===== config.mk =====
export PLATFORM = sky130hd
export DESIGN_NAME = loog_occ
export DESIGN_NICKNAME = d
export VERILOG_FILES = /design/src/hw/rtl/loog_pkg.sv /design/src/hw/rtl/loog_occ.sv
export SDC_FILE = /design/constraint.sdc
export NUM_CORES = 1
export LEC_CHECK = 0
export BUFFER_PORTS_ARGS = -buffer_cell sky130_fd_sc_hd__buf_2
export CAP_MARGIN = 20
export CORE_UTILIZATION = 24
export CTS_CLUSTER_SIZE = 10
export DETAILED_ROUTE_END_ITERATION = 16
export GPL_TIMING_DRIVEN = 0
export HOLD_SLACK_MARGIN = 0.05
export SYNTH_ARGS = -nofsm -noshare
export SYNTH_HDL_FRONTEND = slang
export SYNTH_SLANG_ARGS = --single-unit

===== constraint.sdc =====
create_clock -name clk_i -period 8.8 [get_ports clk_i]
set_input_delay 1.76 -clock clk_i [delete_from_list [all_inputs] [get_ports clk_i]]
set_output_delay 1.76 -clock clk_i [all_outputs]
set_load 0.02 [all_outputs]

===== src/hw/rtl/loog_pkg.sv =====
// Shared types, grid geometry and the logistic threshold table of the occupancy grid.
// No dependencies; used by loog_occ and log_odds_occupancy_grid.
package loog_pkg;

  localparam int GridCols = 64;
  localparam int GridRows = 64;
  localparam int FracBits = 8;
  localparam int Cells    = GridCols * GridRows;
  localparam int AddrW    = $clog2(Cells);
  localparam int RowW     = (GridRows > 2) ? $clog2(GridRows) : 1;
  localparam int ColW     = (GridCols > 2) ? $clog2(GridCols) : 1;
  localparam int RcMaxW   = (RowW > ColW) ? RowW : ColW;
  localparam int PosW     = ((RcMaxW > 8) ? RcMaxW : 8) + 2;

  localparam int LoW   = 16;
  localparam int OccW  = 8;
  localparam int CellW = LoW + OccW;
  localparam int LimW  = 15;

  localparam int ThrCount = 50;
  localparam int ThrW     = 19;
  localparam int SearchW  = $clog2(ThrCount + 1);
  localparam int StepW    = $clog2(SearchW);
  localparam int MagW     = LoW + 1 + 16 - FracBits;

  localparam logic signed [OccW-1:0] OccUnknown = -8'sd1;
  localparam logic signed [OccW-1:0] OccEmpty   = 8'sd0;
  localparam logic signed [OccW-1:0] OccFull    = 8'sd100;

  localparam logic signed [LoW-1:0]  HitIncRst   = 16'sd562;
  localparam logic signed [LoW-1:0]  MissIncRst  = -16'sd217;
  localparam logic        [LimW-1:0] LoLimitRst  = 15'd25600;
  localparam logic        [LimW-1:0] BeliefRst   = 15'd5120;

  // ln((100+j)/(100-j)) in Q16 for odd j = 1..99
  localparam logic [ThrW-1:0] LogitThr [ThrCount] = '{
    19'd1311,   19'd3933,   19'd6559,   19'd9190,   19'd11828,
    19'd14476,  19'd17136,  19'd19810,  19'd22501,  19'd25210,
    19'd27941,  19'd30696,  19'd33477,  19'd36289,  19'd39134,
    19'd42015,  19'd44935,  19'd47899,  19'd50911,  19'd53975,
    19'd57096,  19'd60280,  19'd63531,  19'd66856,  19'd70263,
    19'd73758,  19'd77352,  19'd81052,  19'd84872,  19'd88823,
    19'd92920,  19'd97179,  19'd101620, 19'd106266, 19'd111143,
    19'd116285, 19'd121730, 19'd127527, 19'd133736, 19'd140435,
    19'd147722, 19'd155731, 19'd164646, 19'd174729, 19'd186375,
    19'd200216, 19'd217368, 19'd240095, 19'd274241, 19'd346902
  };

  typedef enum logic [1:0] {
    ActUpdate = 2'd0,
    ActShift  = 2'd1,
    ActRead   = 2'd2
  } action_e;

  typedef enum logic [1:0] {
    CfgHitInc      = 2'd0,
    CfgMissInc     = 2'd1,
    CfgLogOddsLim  = 2'd2,
    CfgBeliefLim   = 2'd3
  } cfg_reg_e;

  typedef struct packed {
    logic                  valid;
    logic signed [LoW-1:0] log_odds;
  } occ_req_t;

  typedef struct packed {
    logic                   valid;
    logic signed [OccW-1:0] occ;
  } occ_rsp_t;

endpackage


===== src/hw/rtl/loog_occ.sv =====
// Occupancy from log-odds: belief-limit check, then a bit-per-cycle search of the
// logistic threshold table through one shared comparator. Depends on loog_pkg.
module loog_occ
  import loog_pkg::*;
(
  input  logic            clk_i,
  input  logic            rst_ni,
  input  occ_req_t        req_i,
  input  logic [LimW-1:0] belief_limit_i,
  output occ_rsp_t        rsp_o
);

  logic                 busy_q, busy_d;
  logic                 neg_q, neg_d;
  logic [MagW-1:0]      mag_q, mag_d;
  logic [SearchW-1:0]   n_q, n_d;
  logic [StepW-1:0]     step_q, step_d;
  logic                 rsp_v_q, rsp_v_d;
  logic signed [OccW-1:0] occ_q, occ_d;

  logic signed [LoW:0]  lo_ext;
  logic signed [LoW:0]  bel_ext;
  logic [LoW:0]         lo_abs;
  logic [SearchW:0]     probe;
  logic [SearchW:0]     probe_idx;
  logic                 probe_in;
  logic [ThrW-1:0]      thr;
  logic [MagW-1:0]      thr_ext;
  logic                 take;

  assign lo_ext  = {req_i.log_odds[LoW-1], req_i.log_odds};
  assign bel_ext = $signed({2'b00, belief_limit_i});
  assign lo_abs  = lo_ext[LoW] ? 17'(-lo_ext) : 17'(lo_ext);

  assign probe     = {1'b0, n_q} + ((SearchW + 1)'(1) << step_q);
  assign probe_idx = probe - (SearchW + 1)'(1);
  assign probe_in  = (probe <= (SearchW + 1)'(ThrCount));
  assign thr       = LogitThr[probe_in ? probe_idx[SearchW-1:0] : '0];
  assign thr_ext   = MagW'(thr);
  assign take      = probe_in && (neg_q ? (thr_ext < mag_q) : (thr_ext <= mag_q));

  always_comb begin
    busy_d  = busy_q;
    neg_d   = neg_q;
    mag_d   = mag_q;
    n_d     = n_q;
    step_d  = step_q;
    rsp_v_d = 1'b0;
    occ_d   = occ_q;
    if (busy_q) begin
      n_d = take ? probe[SearchW-1:0] : n_q;
      if (step_q == '0) begin
        busy_d  = 1'b0;
        rsp_v_d = 1'b1;
        occ_d   = neg_q ? $signed(OccW'(ThrCount) - OccW'(n_d))
                        : $signed(OccW'(ThrCount) + OccW'(n_d));
      end else begin
        step_d = step_q - StepW'(1);
      end
    end else if (req_i.valid) begin
      if (lo_ext < -bel_ext) begin
        rsp_v_d = 1'b1;
        occ_d   = OccEmpty;
      end else if (lo_ext > bel_ext) begin
        rsp_v_d = 1'b1;
        occ_d   = OccFull;
      end else begin
        busy_d = 1'b1;
        neg_d  = lo_ext[LoW];
        mag_d  = MagW'(lo_abs) << (16 - FracBits);
        n_d    = '0;
        step_d = StepW'(SearchW - 1);
      end
    end
  end

  always_ff @(posedge clk_i or negedge rst_ni) begin
    if (!rst_ni) begin
      busy_q  <= 1'b0;
      rsp_v_q <= 1'b0;
      step_q  <= '0;
    end else begin
      busy_q  <= busy_d;
      rsp_v_q <= rsp_v_d;
      step_q  <= step_d;
    end
  end

  always_ff @(posedge clk_i) begin
    neg_q <= neg_d;
    mag_q <= mag_d;
    n_q   <= n_d;
    occ_q <= occ_d;
  end

  assign rsp_o.valid = rsp_v_q;
  assign rsp_o.occ   = occ_q;

`ifndef ASSERT_OFF
  a_no_restart: assert property (@(posedge clk_i) disable iff (!rst_ni)
    req_i.valid |-> !busy_q && !rsp_v_q)
    else $error("occupancy request while search is running");
  a_occ_range: assert property (@(posedge clk_i) disable iff (!rst_ni)
    rsp_o.valid |-> (occ_q >= OccEmpty) && (occ_q <= OccFull))
    else $error("occupancy out of range");
`endif

endmodule


==> run summary <==
outcome = completed
Arr. time, crit path = 8.31 ns
vias per inst = 5.14
antenna cells = 0
Max stage delay on crit path = 0.44 ns
CTS Buffer Depth = 2
TritonCTS Sinks = 37
initial antenna violation count = 0
Vias = 4817
# rows = 53
placer congestion estimate = 0.910
Startpoint Class = flip-flop
Synth Instances = 613
hold wc startpoint = step_q[1]
CTS root buffer = clkbuf_16
chip height = 149 µm
layout cell share with drive strength beyond 1 = 0.131
Required @ worst endpoint = 8.83 ns
port buffer count = 42
worst slew pin tran = 0.916 ns
CTS buffer count = 5
largest net degree at the start of global routing = 20
period utilisation layout = 0.941
r2r endpoint = occ_q[3]
Post-CTS Resized = 0
gr ovfl total = 0
core footprint = 21100 µm²
initial drt markers = 228
top cell type's share of synthesized area = 0.186
Final nets = 768
clock skew = 0.0103 ns
crit path max fanout = 10
crit path kind = reg2reg
ANT nets after route = 0
worst hold path endpoint = step_q[1]
fillcell total = 2328
top post-synthesis cells by area = edfxtp_1 19%, ha_1 17%, xnor2_1 4.9%
Yosys reg bits = 37
unrepaired setup endpoints after global routing = no
worst hold stages = 2
clock-pin slew on the worst setup and hold paths = 0.06 ns
total length of routed wires = 13400 µm
flip-flop and latch area = 1090 µm²
vias in the first global route = 4483
Final min period = 8.28 ns
Post-CTS Hold Fix Bufs = 0
Hold Worst Slack = 0.601 ns
commonest cells in the netlist = 71 x ha_1, 51 x nand2_1, 44 x inv_1
Syn Area/Cell = 8.44 µm²
Post-Place Cell Area = 5730 µm²
total negative slack = 0 ns
cells on worst reg2reg path = 33
DR WL/cell = 14.3 µm
Max H-tree Level = 2
post-synth cell types = 87
Slew Limit Fails = 0
GRT Total Usage = 0.123
maximum clock rate = 121 MHz
Synth area leader = edfxtp_1
post-route cell area = 5920 µm²
layout overhead on the synthesized area = 14.3%
Syn Nets = 719
Hold Path Class = reg2reg
number of synthesized flops with an enable pin = 32
DRT Pass-1 Iters = 5
Setup Fix Bufs, Post-CTS = 0
DIE AREA = 22200 µm²
post-synth design cell area = 5180 µm²
# DRC = 0
internal reg-to-reg setup slack = 0.52 ns
Slew HR = 0.373
max_cap viols = 0
io pins = 43
slowest library cell on the worst path = ha_1
Synth Warn # = 0
R2R Path Start = step_q[0]
Worst setup EP type = flip-flop
Seq/Total Area, Yosys = 0.210
HPWL after DPL = 10800 µm
Initial Util = 0.245
count leader, synth = ha_1
asr flop ratio synth = 0.135
CTS tree = yes
die width = 149 µm
final hold vios = 0
Top FF cell, synth = edfxtp_1
first-pass GRT wire length = 22000 µm
later-pin clock latency in the skew report = 0.28 ns
final setup vio count = 0
area of the multi-input gates = 3800 µm²
-- registers in the layout, indices dropped and copies added (netlist names) --
signal / count
mag_q: 17
occ_q: 8
n_q: 6
step_q: 3
busy_q: 1
neg_q: 1
rsp_v_q: 1
-- worst max-delay path: cells and delay by family (launching register included) --
kind / cells / cell delay [ns]
buf+inv: 5 / 0.95
flops: 1 / 0.39
fa+ha+maj: 6 / 1.83
compound gates: 15 / 3.20
mux: 1 / 0.32
simple gates: 6 / 1.32
-- cells by family after synthesis --
logic type                 count (synthesis)  synth area share
AOI/OAI and AO/OA                        193             0.273
and+or+nand+nor                          192             0.191
adders and majority gates                 72             0.175
buffers and inverters                     72            0.0587
xor gates and xnor gates                  37            0.0720
DFF                                       37             0.210
muxes                                      9            0.0191
other                                      1          0.000724
-- per-layer routing --
metal	GRT usage	routed length, µm	part of all wire	up-vias
met5	0	0	0	-
met4	0.0449	314	0.023	0
met3	0.0153	671	0.050	33
met2	0.210	6320	0.47	167
met1	0.158	6140	0.46	2206
li1	-	-	-	2411
-- layout by cell type (no fill, tap or decap), drive strengths merged, types with 5 or more instances in the layout --
master	synthesis	routed
buf	6	49
a21oi	39	39
a2111oi	5	5
a21o	6	6
o31ai	5	5
and3	5	5
xor2	5	5
clkbuf	21	25
o211ai	9	9
o22ai	6	6
o21a	19	19
nor2	40	40
ha	71	71
a311oi	6	6
and2	6	6
dfrtp	5	5
a31oi	10	10
edfxtp	32	32
nor2b	14	14
o21ai	28	28
nand2	52	52
or4	5	5
or3	8	8
a211oi	17	17
nand3	14	14
nor3	17	17
inv	45	45
a22o	5	5
nand4	8	8
xnor2	30	30
or2	5	5
mux2i	5	5
-- worst max path at each step --
stage	startpoint	to	slack [ns]	depth (start not counted)
after floorplan	step_q[0]	occ_q[3]	1.48	33
after global placement	step_q[0]	occ_q[3]	0.20	33
after detailed placement	step_q[0]	occ_q[3]	0.19	34
after CTS	step_q[0]	occ_q[3]	0.15	33
after global routing	step_q[0]	occ_q[3]	0.005	34
final	step_q[0]	occ_q[3]	0.52	33
-- stage by stage --
step,worst slack (ns),utilization,std cells
floorplan,1.48,-,613
global placement,0.202,0.272,930
detailed placement,0.194,0.272,930
CTS,0.147,0.280,938
global route,0.00481,0.281,938
finish,0.519,0.281,938
-- final cells by class --
class | count | area share
multi-input cells | 504 | 0.643
flip-flops and latches | 37 | 0.184
well taps | 275 | 0.0582
repair buffers | 42 | 0.0355
inverters | 45 | 0.0290
plain buffers | 27 | 0.0231
clock buffers | 5 | 0.0212
clock inverters | 3 | 0.00698
Power is not shown: default switching activity piles up to over one toggle a cycle in this logic, so the estimate is an artifact.
