## config.mk

```make
export PLATFORM = sky130hd
export DESIGN_NAME = loog_ram
export DESIGN_NICKNAME = d
export VERILOG_FILES = /design/src/hw/rtl/loog_ram.sv
export SDC_FILE = /design/constraint.sdc
export NUM_CORES = 1
export LEC_CHECK = 0
export BUFFER_PORTS_ARGS = -buffer_cell sky130_fd_sc_hd__buf_2
export CAP_MARGIN = 25
export CORE_UTILIZATION = 35
export DETAILED_ROUTE_END_ITERATION = 7
export MAX_ROUTING_LAYER = met4
export PLACE_DENSITY = 0.58
export SYNTH_ARGS = -nofsm -noshare
export SYNTH_HDL_FRONTEND = slang
export SYNTH_SLANG_ARGS = --single-unit
```

## constraint.sdc

```tcl
create_clock -name clk_i -period 1.7 [get_ports clk_i]
set_input_delay 0.17 -clock clk_i [delete_from_list [all_inputs] [get_ports clk_i]]
set_output_delay 0.17 -clock clk_i [all_outputs]
set_load 0.05 [all_outputs]
```

## src/hw/rtl/loog_ram.sv

```systemverilog
// Generic single-write, single-read RAM with registered read data.
// No dependencies.
module loog_ram #(
  parameter int Width = 8,
  parameter int Depth = 16
) (
  input  logic                     clk_i,
  input  logic                     we_i,
  input  logic [$clog2(Depth)-1:0] waddr_i,
  input  logic [Width-1:0]         wdata_i,
  input  logic [$clog2(Depth)-1:0] raddr_i,
  output logic [Width-1:0]         rdata_o
);

  logic [Width-1:0] mem_q [Depth];
  logic [Width-1:0] rdata_q;

  always_ff @(posedge clk_i) begin
    if (we_i) begin
      mem_q[waddr_i] <= wdata_i;
    end
    rdata_q <= mem_q[raddr_i];
  end

  assign rdata_o = rdata_q;

endmodule

```

==> run_results.csv, run 1 <==
group,metric,value,unit
synthesis,synth_mux_area_share,15.02,%
sta,fin_crit_sh,82.83,%
sta,hold_viol,0,
synthesis,yosysWarnings,0,
layout,area_growth_syn_to_layout,19.35,%
synthesis,synth_adder_area_share,0,%
synthesis,synth_top_family_by_area,"multiplexers",
synthesis,synth-compound-area-share,2.333,%
worst_setup_path,arrival,1.70,ns
pwr,leakage,0.002080,uW
clock_tree,cts_made_buffers,17,
synthesis,netlist_area,5147,um2
floorplanning,dieArea,15200,um2
outcome,run_status,"finished, final reports clean",
detailed_routing,drt-total-wl,10.25,mm
clock_tree,clk_pin_slew,0.06,ns
worst_setup_path,endpoint_kind,"register",
global_route,overflow,0,
clock_tree,cts-root-buf,"clkbuf_16",
worst_setup_path,r2r_cells,3,
clock_tree,clock_latency,0.41,ns
detailed_routing,drc_errors,0,
sta,timing.slew.headroom,54.94,%
sta,rsz0062_at_grt,"no",
synthesis,syn_area_per_cell,22.48,um2
global_route,grt_pass1_vias,2484,
worst_setup_path,cp-start-kind,"register",
floorplanning,initial_utilization,36.52,%
synthesis,synthXorXnorAreaFrac,0,%
worst_setup_path,max_stage_delay,0.51,ns
sta,tightest_slew,0.6735,ns
detailed_routing,drt_iter0_markers,145,
global_route,grt_pass1_wl,15.50,mm
placed_design,detailedPlace.worstSlack,0.05931,ns
synthesis,syn_inst,229,
clock_tree,postCtsSetupBuffers,0,
worst_setup_path,worstPathCellList,"mux4_1 -> a22oi_1 -> nand2_1",
floorplanning,die_w,123.3,um
clock_tree,ctsResizeCount,0,
floorplanning,rows,43,
worst_setup_path,critPathSlowestCell,"mux4_1",
placed_design,port_buffers,25,
floorplanning,die_y,123.3,um
worst_setup_path,r2r_start,"mem_q[1][5]",
detailed_routing,postRouteAntennaNets,0,
floorplanning,ios,26,
worst_setup_path,crit_required,1.99,ns
detailed_routing,post_drt_wl_per_cell,21.58,um
layout,antennaDiodeCount,0,
detailed_routing,vias_per_cell,5.166,
clock_tree,cts_buffer_depth,2,
clock_tree,ctsHtreeMaxLevel,4,
worst_setup_path,worstSetupPathType,"register to register",
pwr,ir_drop,0.6482,mV
sta,fin_skew,0.004749,ns
layout,layout.nets,301,
placed_design,place.gp.congestion,0.7239,
sta,final-max-slew-violation-count,0,
worst_setup_path,critPathCapture,"rdata_o[5]",
synthesis,synth_cell_types,19,
clock_tree,cts_tree,"done",
sta,worst_slack,0.2919,ns
sta,hold_ws,0.1386,ns
worst_setup_path,reg2reg_to,"rdata_o[5]",
layout,drive_gt1_share,30.17,%
detailed_routing,vias,2454,
clock_tree,hold_buffers,0,
sta,fin_crit,1.408,ns
floorplanning,coreArea,14100,um2
sta,fmax,710.2,MHz
min_path,worstHoldPathType,"primary input to register",
placed_design,placed_area,5599,um2
synthesis,synth_seq_cells,136,
global_route,antenna_found_initial,0,
run,cap_violations,0,
worst_setup_path,r2r_setup_slack,0.29,ns
detailed_routing,dr.pass1.iters,4,
pwr,powerDensity,1239,nW/um2
global_route,grt_use_total,15.73,%
placed_design,dp_hpwl,6.533,mm
worst_setup_path,cp-startpoint,"mem_q[1][5]",
synthesis,yosys.area_share.simple,3.184,%
clock_tree,cts.sinks,136,
synthesis,ys_seq_area_share,77.78,%
worst_setup_path,worstPathMaxFanout,1,
layout,post-route-util,43.58,%
sta,finalSetupViolCount,0,
global_route,grt_start_max_net_pins,33,
sta,tns,0,ns
synthesis,syn_nets,247,
layout,design_area,6143,um2
logic make-up (layout without fill, tap and decap cells):
group | Yosys count | count (layout)
DFF | 136 | 136
AOI/OAI and AO/OA | 16 | 16
buffers and inverters | 10 | 76
and+or+nand+nor | 35 | 35
muxes | 32 | 32
area by class of cell:
class                   instances  area [um2]
flip-flops and latches        136        4004
fillers                      1251        7953
repair buffers                 45       312.8
clock inverters                11       107.6
multi-input cells              83        1057
well taps                     180       225.2
clock buffers                  20       436.7
critical path, delay by kind of cell (launching register included):
kind               cells  cell delay (ns)
and+or+nand+nor        1             0.10
muxes                  1             0.51
AOI/OAI and AO/OA      1             0.32
DFF                    1             0.35
flip-flops by register name, indices dropped and copies added, names as in the netlist:
name     cells
rdata_o      8
mem_q      128
report_power, final:
group | switching, uW | internal (uW)
logic | 282 | 156
registers | 23.9 | 3750
clock network | 1280 | 2120
Yosys cell counts (all sizes together):
cell / instances / area share, %
nor2b: 1 / 0.12
nand3b: 2 / 0.29
buf: 7 / 1.1
nand2b: 2 / 0.24
nor3: 4 / 0.39
clkdlybuf4s25: 3 / 0.58
and2b: 1 / 0.15
nor2: 13 / 0.95
or3b: 1 / 0.17
edfxtp: 128 / 75
nand2: 9 / 0.66
a22oi: 16 / 2.3
and2: 1 / 0.12
dfxtp: 8 / 3.1
mux4: 32 / 15
nand3: 1 / 0.097
metrics by stage:
| stage | power, uW | instances |
|---|---|---|
| after floorplan | 4103 | 229 |
| after global placement | 4284 | 444 |
| after detailed placement | 4291 | 444 |
| after CTS | 7672 | 475 |
| after global routing | 7857 | 475 |
| final | 7609 | 475 |
worst min-delay path by stage:
stage | startpoint | end | slack, ns | depth (start not counted)
floorplan | wdata_i[0] | mem_q[0][0] | 0.27 | 0
global placement | wdata_i[4] | mem_q[6][4] | 0.56 | 1
detailed placement | wdata_i[4] | mem_q[6][4] | 0.57 | 1
CTS | wdata_i[4] | mem_q[8][4] | 0.13 | 1
global route | wdata_i[4] | mem_q[12][4] | 0.13 | 1
finish | wdata_i[4] | mem_q[8][4] | 0.14 | 1
placed cells by master (no fill, tap or decap):
master / instances
or3b_2: 1
nand2b_1: 2
nor2_1: 13
buf_2: 25
nand3_1: 1
nand2_1: 9
mux4_1: 14
nor3_1: 4
clkinv_1: 3
edfxtp_1: 128
and2b_1: 1
bufinv_16: 2
and2_1: 1
buf_12: 3
buf_4: 17
nand3b_1: 2
mux4_2: 18
clkinv_2: 4
dfxtp_1: 8
clkbuf_16: 17
clkinv_4: 1
clkbuf_1: 3
nor2b_1: 1
clkinvlp_4: 1
a22oi_1: 16
per-layer routing:
metal / global-route usage (%) / vias up / share of wire (%)
met2: 22.49 / 68 / 45
met5: - / - / 0
met4: 5.648 / 0 / 1.4
li1: - / 1080 / -
met1: 21.32 / 1296 / 49
met3: 4.705 / 10 / 4.7
No activity file was read; power rests on OpenSTA's default activity.
==> inputs of run 2 (changes only) <==
--- a/config.mk
+++ b/config.mk
@@ -5,6 +5,7 @@
 export SDC_FILE = /design/constraint.sdc
 export NUM_CORES = 1
 export LEC_CHECK = 0
+export ABC_AREA = 1
 export BUFFER_PORTS_ARGS = -buffer_cell sky130_fd_sc_hd__buf_2
 export CAP_MARGIN = 25
 export CORE_UTILIZATION = 35
==> constraint.sdc (replaced) <==
create_clock -name clk_i -period 1.2 [get_ports clk_i]
set_input_delay 0.12 -clock clk_i [delete_from_list [all_inputs] [get_ports clk_i]]
set_output_delay 0.12 -clock clk_i [all_outputs]
set_load 0.05 [all_outputs]
==> run 2 against run 1 <==
Compared with the run above:
- first-iteration DRC count up 30%
- critical endpoint is now rdata_o[2]
- utilization down 1.2 points
- final cell count up 74%
- die area up 12%
- worst hold slack worse by 0.028 ns
- highest routed layer unchanged
- global-route usage up 1.4 points
==> run_results.csv, run 2 <==
group,metric,value,unit
outcome,run_status,"finished, final reports clean",
synthesis,syn_inst,551,
synthesis,syn_area_per_cell,10.47,um2
detailed_routing,vias_per_cell,4.470,
worst_setup_path,crit_buf_inv,1,
sta,fmax,865.6,MHz
clock_tree,postCtsSetupBuffers,0,
layout,largest_reg_flops,128,
floorplanning,initial_utilization,36.04,%
synthesis,synth_common_cells,"nand2_1 (173), edfxtp_1 (128), inv_1 (100)",
clock_tree,ctsHtreeMaxLevel,4,
detailed_routing,vias,3697,
run,cap_violations,0,
clock_tree,cts.sinks,136,
global_route,grt_pass1_vias,3622,
detailed_routing,drt_iter0_markers,189,
worst_setup_path,r2r_setup_slack,0.20,ns
worst_setup_path,worstSetupPathType,"register to primary output",
floorplanning,ios,26,
synthesis,synth-edff-count,128,
clock_tree,ctsResizeCount,0,
sta,tightest_slew,0.3525,ns
clock_tree,cts_tree,"done",
sta,fin_crit_sh,96.27,%
layout,layout_commonest_cell,"nand2_1",
synthesis,ys_seq_area_share,69.43,%
sta,hold_ws,0.1104,ns
synthesis,yosysTopAreaCell,"edfxtp_1",
worst_setup_path,critPathSlowestCell,"dfxtp_1",
detailed_routing,post_drt_wl_per_cell,15.45,um
synthesis,synthTopCellsByArea,"edfxtp_1 (67%), nand2_1 (11%), nand3_1 (8.4%)",
clock_tree,clock_latency,0.41,ns
clock_tree,cts_made_buffers,17,
clock_tree,clk_pin_slew,0.05,ns
worst_setup_path,crit_required,1.08,ns
synthesis,async_flop_share,0,%
synthesis,yosysTopAreaCellShare,66.65,%
global_route,antenna_found_initial,0,
global_route,grt_pass1_wl,20.09,mm
floorplanning,die_w,130.4,um
layout,most-common-layout-cells,"nand2_1 (173), edfxtp_1 (128), inv_1 (100)",
synthesis,synth-compound-area-share,0,%
layout,area_growth_syn_to_layout,17.62,%
layout,regMostFlops,"mem_q",
synthesis,syn_nets,569,
pwr,powerDensity,1576,nW/um2
layout,layout.nets,616,
sta,fin_skew,0.004015,ns
synthesis,synth_seq_cells,136,
synthesis,netlist_area,5767,um2
synthesis,synth_adder_area_share,0,%
global_route,grt_use_total,17.16,%
min_path,worstHoldPathType,"primary input to register",
sta,fin_crit,1.155,ns
clock_tree,cts-root-buf,"clkbuf_16",
detailed_routing,drt-total-wl,12.77,mm
pwr,leakage,0.002930,uW
synthesis,synth_mux_area_share,0,%
sta,finalSetupViolCount,0,
placed_design,port_buffers,25,
synthesis,yosysWarnings,0,
pwr,finalPower,10690,uW
worst_setup_path,endpoint_kind,"primary output",
sta,rsz0062_at_grt,"no",
layout,antennaDiodeCount,0,
worst_setup_path,worstPathCellList,"buf_2",
clock_tree,hold_buffers,0,
synthesis,synth_most_common_cell,"nand2_1",
global_route,grt_start_max_net_pins,42,
sta,timing.slew.headroom,76.50,%
synthesis,synth_cell_types,12,
sta,tns,0,ns
synthesis,synthXorXnorAreaFrac,0,%
worst_setup_path,worstPathMaxFanout,1,
global_route,overflow,0,
synthesis,synth_top_family_by_area,"simple AND/OR/NAND/NOR gates",
floorplanning,die_y,130.4,um
pwr,ir_drop,0.9672,mV
placed_design,place.gp.congestion,0.8090,
sta,final-max-slew-violation-count,0,
worst_setup_path,cp-start-kind,"register",
detailed_routing,drc_errors,0,
floorplanning,coreArea,16000,um2
synthesis,yosys.area_share.simple,21.05,%
layout,drive_gt1_share,12.93,%
detailed_routing,postRouteAntennaNets,0,
synthesis,ys.flop_type,"edfxtp_1",
floorplanning,rows,46,
detailed_routing,dr.pass1.iters,4,
worst_setup_path,cpLargestDelayFamily,"flip-flops",
placed_design,dp_hpwl,8.323,mm
sta,hold_viol,0,
floorplanning,dieArea,16990,um2
clock_tree,cts_buffer_depth,2,
worst_setup_path,max_stage_delay,0.35,ns
worst_setup_path,arrival,1.04,ns
run 2: changes by cell type after synthesis, sizes merged, moves of 4 or more:
cell   delta
nand3    +96
mux4     -32
nor3      -4
a22oi    -16
nor2      +4
buf      +17
inv     +102
nand2   +164
run 2: final timing paths:
kind	startpoint	end	cells past startpoint
setup / recovery	rdata_o[2]	rdata_o[2]	1
hold / removal	wdata_i[6]	mem_q[3][6]	1
setup reg to reg	mem_q[1][3]	rdata_o[3]	6
hold reg to reg	mem_q[12][5]	rdata_o[5]	6
run 2: cell families (layout without fill, tap and decap cells):
group | after synthesis | after routing
buffers and inverters | 126 | 186
flip-flops | 136 | 136
AND/OR/NAND/NOR | 289 | 289
run 2: through the flow:
stage	setup WS [ns]	cells	util, %	instance area (um2)
after floorplan	0.1292	551	-	5767
after global placement	0.03688	795	39.13	6261
after detailed placement	0.01018	795	39.13	6261
after CTS	0.01944	827	42.39	6783
after global routing	0.009910	827	42.39	6783
final	0.04471	827	42.39	6783
run 2: layer usage:
metal,up-vias,part of all wire [%],GRT usage [%]
met3,6,5.4,3.116
met2,95,47,25.91
li1,1866,-,-
met1,1730,47,22.70
met5,-,0,-
met4,0,0.93,7.370
run 2: report_power, final:
part / total [uW] / switching, uW / internal, uW
clock network: 4580 / 1790 / 2790
logic: 768 / 547 / 221
registers: 5340 / 29.7 / 5310
total: 10700 / 2360 / 8320
run 2: cell type report:
type / count / area (um2)
tap: 216 / 270.3
clock buffer: 20 / 436.7
inverter: 102 / 382.9
clock inverter: 12 / 85.08
multi-input combinational: 289 / 1214
sequential: 136 / 4004
fill: 1568 / 9218
timing repair buffer: 52 / 390.4
==> inputs of run 3 (changes only) <==
--- a/config.mk
+++ b/config.mk
@@ -5,13 +5,12 @@
 export SDC_FILE = /design/constraint.sdc
 export NUM_CORES = 1
 export LEC_CHECK = 0
-export ABC_AREA = 1
 export BUFFER_PORTS_ARGS = -buffer_cell sky130_fd_sc_hd__buf_2
 export CAP_MARGIN = 25
 export CORE_UTILIZATION = 35
 export DETAILED_ROUTE_END_ITERATION = 7
 export MAX_ROUTING_LAYER = met4
-export PLACE_DENSITY = 0.58
+export PLACE_DENSITY = 0.56
 export SYNTH_ARGS = -nofsm -noshare
 export SYNTH_HDL_FRONTEND = slang
 export SYNTH_SLANG_ARGS = --single-unit
==> constraint.sdc (replaced) <==
create_clock -name clk_i -period 1.1 [get_ports clk_i]
set_input_delay 0.11 -clock clk_i [delete_from_list [all_inputs] [get_ports clk_i]]
set_output_delay 0.11 -clock clk_i [all_outputs]
set_load 0.05 [all_outputs]
==> run 3 against run 2 <==
Compared with the run above:
- the run now ends with negative setup slack left
- critical path depth increased by 2
- final area fell by 4.6%
- clock skew is 0.0066 ns higher
- die area down 11%
- worst setup slack lost 0.24 ns
- via count is 35% lower
- utilization increased by 3.5 points
- total power is 17% higher
- largest cell class unchanged
- global-route usage shrank 1.8 points
- sequential cell count stayed put
- wire length down 23%
- first-iteration DRC count increased by 20%
==> run_results.csv, run 3 (synthesis results as in run 1) <==
group,metric,value,unit
clock_tree,hold_buffers,0,
clock_tree,cts_tree,"done",
pwr,leakage,0.002159,uW
clock_tree,cts_made_buffers,17,
global_route,antenna_found_initial,0,
global_route,grt_use_total,15.35,%
sta,finalSetupViolCount,8,
global_route,overflow,0,
worst_setup_path,crit_required,1.38,ns
layout,regMostFlops,"mem_q",
pwr,ir_drop,1.069,mV
layout,most-common-layout-cells,"edfxtp_1 (128), mux4_2 (32), buf_4 (25)",
worst_setup_path,cp-start-kind,"register",
placed_design,port_buffers,25,
sta,hold_viol,0,
clock_tree,cts_buffer_depth,2,
clock_tree,ctsHtreeMaxLevel,4,
floorplanning,rows,43,
global_route,grt_pass1_wl,15.35,mm
worst_setup_path,worstSetupPathType,"register to register",
layout,antennaDiodeCount,0,
detailed_routing,dr.pass1.iters,4,
detailed_routing,drt-total-wl,9.870,mm
sta,fin_crit,1.295,ns
layout,largest_reg_flops,128,
global_route,grt_pass1_vias,2670,
clock_tree,clock_latency,0.40,ns
sta,fin_skew,0.01061,ns
run,cap_violations,0,
detailed_routing,drc_errors,0,
detailed_routing,drt_iter0_markers,227,
sta,hold_ws,0.08774,ns
clock_tree,clk_pin_slew,0.06,ns
floorplanning,dieArea,15200,um2
outcome,violations,"negative setup slack",
floorplanning,initial_utilization,36.52,%
placed_design,dp_hpwl,6.536,mm
global_route,grt_start_max_net_pins,17,
placed_design,placed_area,5768,um2
detailed_routing,vias,2399,
detailed_routing,post_drt_wl_per_cell,20.27,um
sta,worst_slack,-0.1953,ns
floorplanning,coreArea,14100,um2
floorplanning,ios,26,
pwr,powerDensity,1929,nW/um2
detailed_routing,vias_per_cell,4.926,
layout,area_growth_syn_to_layout,25.74,%
worst_setup_path,worstPathMaxFanout,1,
sta,fin_crit_sh,117.8,%
layout,drive_gt1_share,43.97,%
sta,rsz0062_at_grt,"yes",
sta,timing.slew.headroom,33.85,%
floorplanning,die_y,123.3,um
outcome,run_status,"finished with violations",
sta,tns,-1.083,ns
min_path,worstHoldPathType,"primary input to register",
sta,fmax,772.0,MHz
worst_setup_path,arrival,1.57,ns
layout,layout_commonest_cell,"edfxtp_1",
placed_design,place.gp.congestion,0.6915,
clock_tree,cts.sinks,136,
floorplanning,die_w,123.3,um
clock_tree,cts-root-buf,"clkbuf_16",
layout,layout.nets,312,
worst_setup_path,endpoint_kind,"register",
layout,design_area,6472,um2
clock_tree,postCtsSetupBuffers,0,
sta,tightest_slew,0.9902,ns
detailed_routing,postRouteAntennaNets,0,
sta,final-max-slew-violation-count,0,
run 3: cell type report:
type	count	area, um2
Fill cell	1196	7624
Sequential cell	136	4004
Multi-Input combinational cell	83	1109
Timing Repair Buffer	56	510.5
Clock buffer	24	481.7
Tap cell	180	225.2
Clock inverter	8	142.6
run 3: final timing paths:
kind / from / slack [ns] / depth (start not counted) / end
min: wdata_i[1] / 0.09 / 1 / mem_q[2][1]
max reg2reg: mem_q[10][4] / -0.20 / 3 / rdata_o[4]
max: mem_q[10][4] / -0.20 / 3 / rdata_o[4]
min reg2reg: mem_q[6][2] / 0.67 / 3 / rdata_o[2]
run 3: routing by layer:
layer  track usage, %  up-vias  share of wire (%)
li1                 -     1095                  -
met5                -        -                  0
met1            18.31     1239                 43
met4            5.196        0                1.1
met2            25.21       57                 52
met3            4.151        8                3.3
run 3: critical path, cell delays in order (launching register included):
cell and delay [ns]:
edfxtp_1 0.36, mux4_2 0.48, a22oi_2 0.23, nand2_2 0.09
run 3: report_power, final:
| group | total, uW | leakage [uW] | internal (uW) | switching [uW] |
|---|---|---|---|---|
| Clock | 5870 | 0.000304 | 3960 | 1910 |
| Combinational | 785 | 0.000631 | 329 | 455 |
| Sequential | 5830 | 0.00122 | 5800 | 36.4 |
| Total | 12500 | 0.00216 | 10100 | 2400 |
run 3: per-stage QoR:
stage               worst slack, ns  instances  util [%]  power, uW
floorplan                   -0.1431        229         -       6379
global placement            -0.3967        455     40.92       6676
detailed placement          -0.4176        455     40.92       6685
CTS                         -0.1931        487     45.62      12580
global route                -0.2507        487     45.92      12880
finish                      -0.1953        487     45.92      12490
run 3: what timing repair did:
| item | CTS | global route |
|---|---|---|
| gates cloned | 0 | 0 |
| endpoints found under the setup margin | 13 | 13 |
| resized for setup | 10 | 12 |
| pin swaps | 1 | 2 |
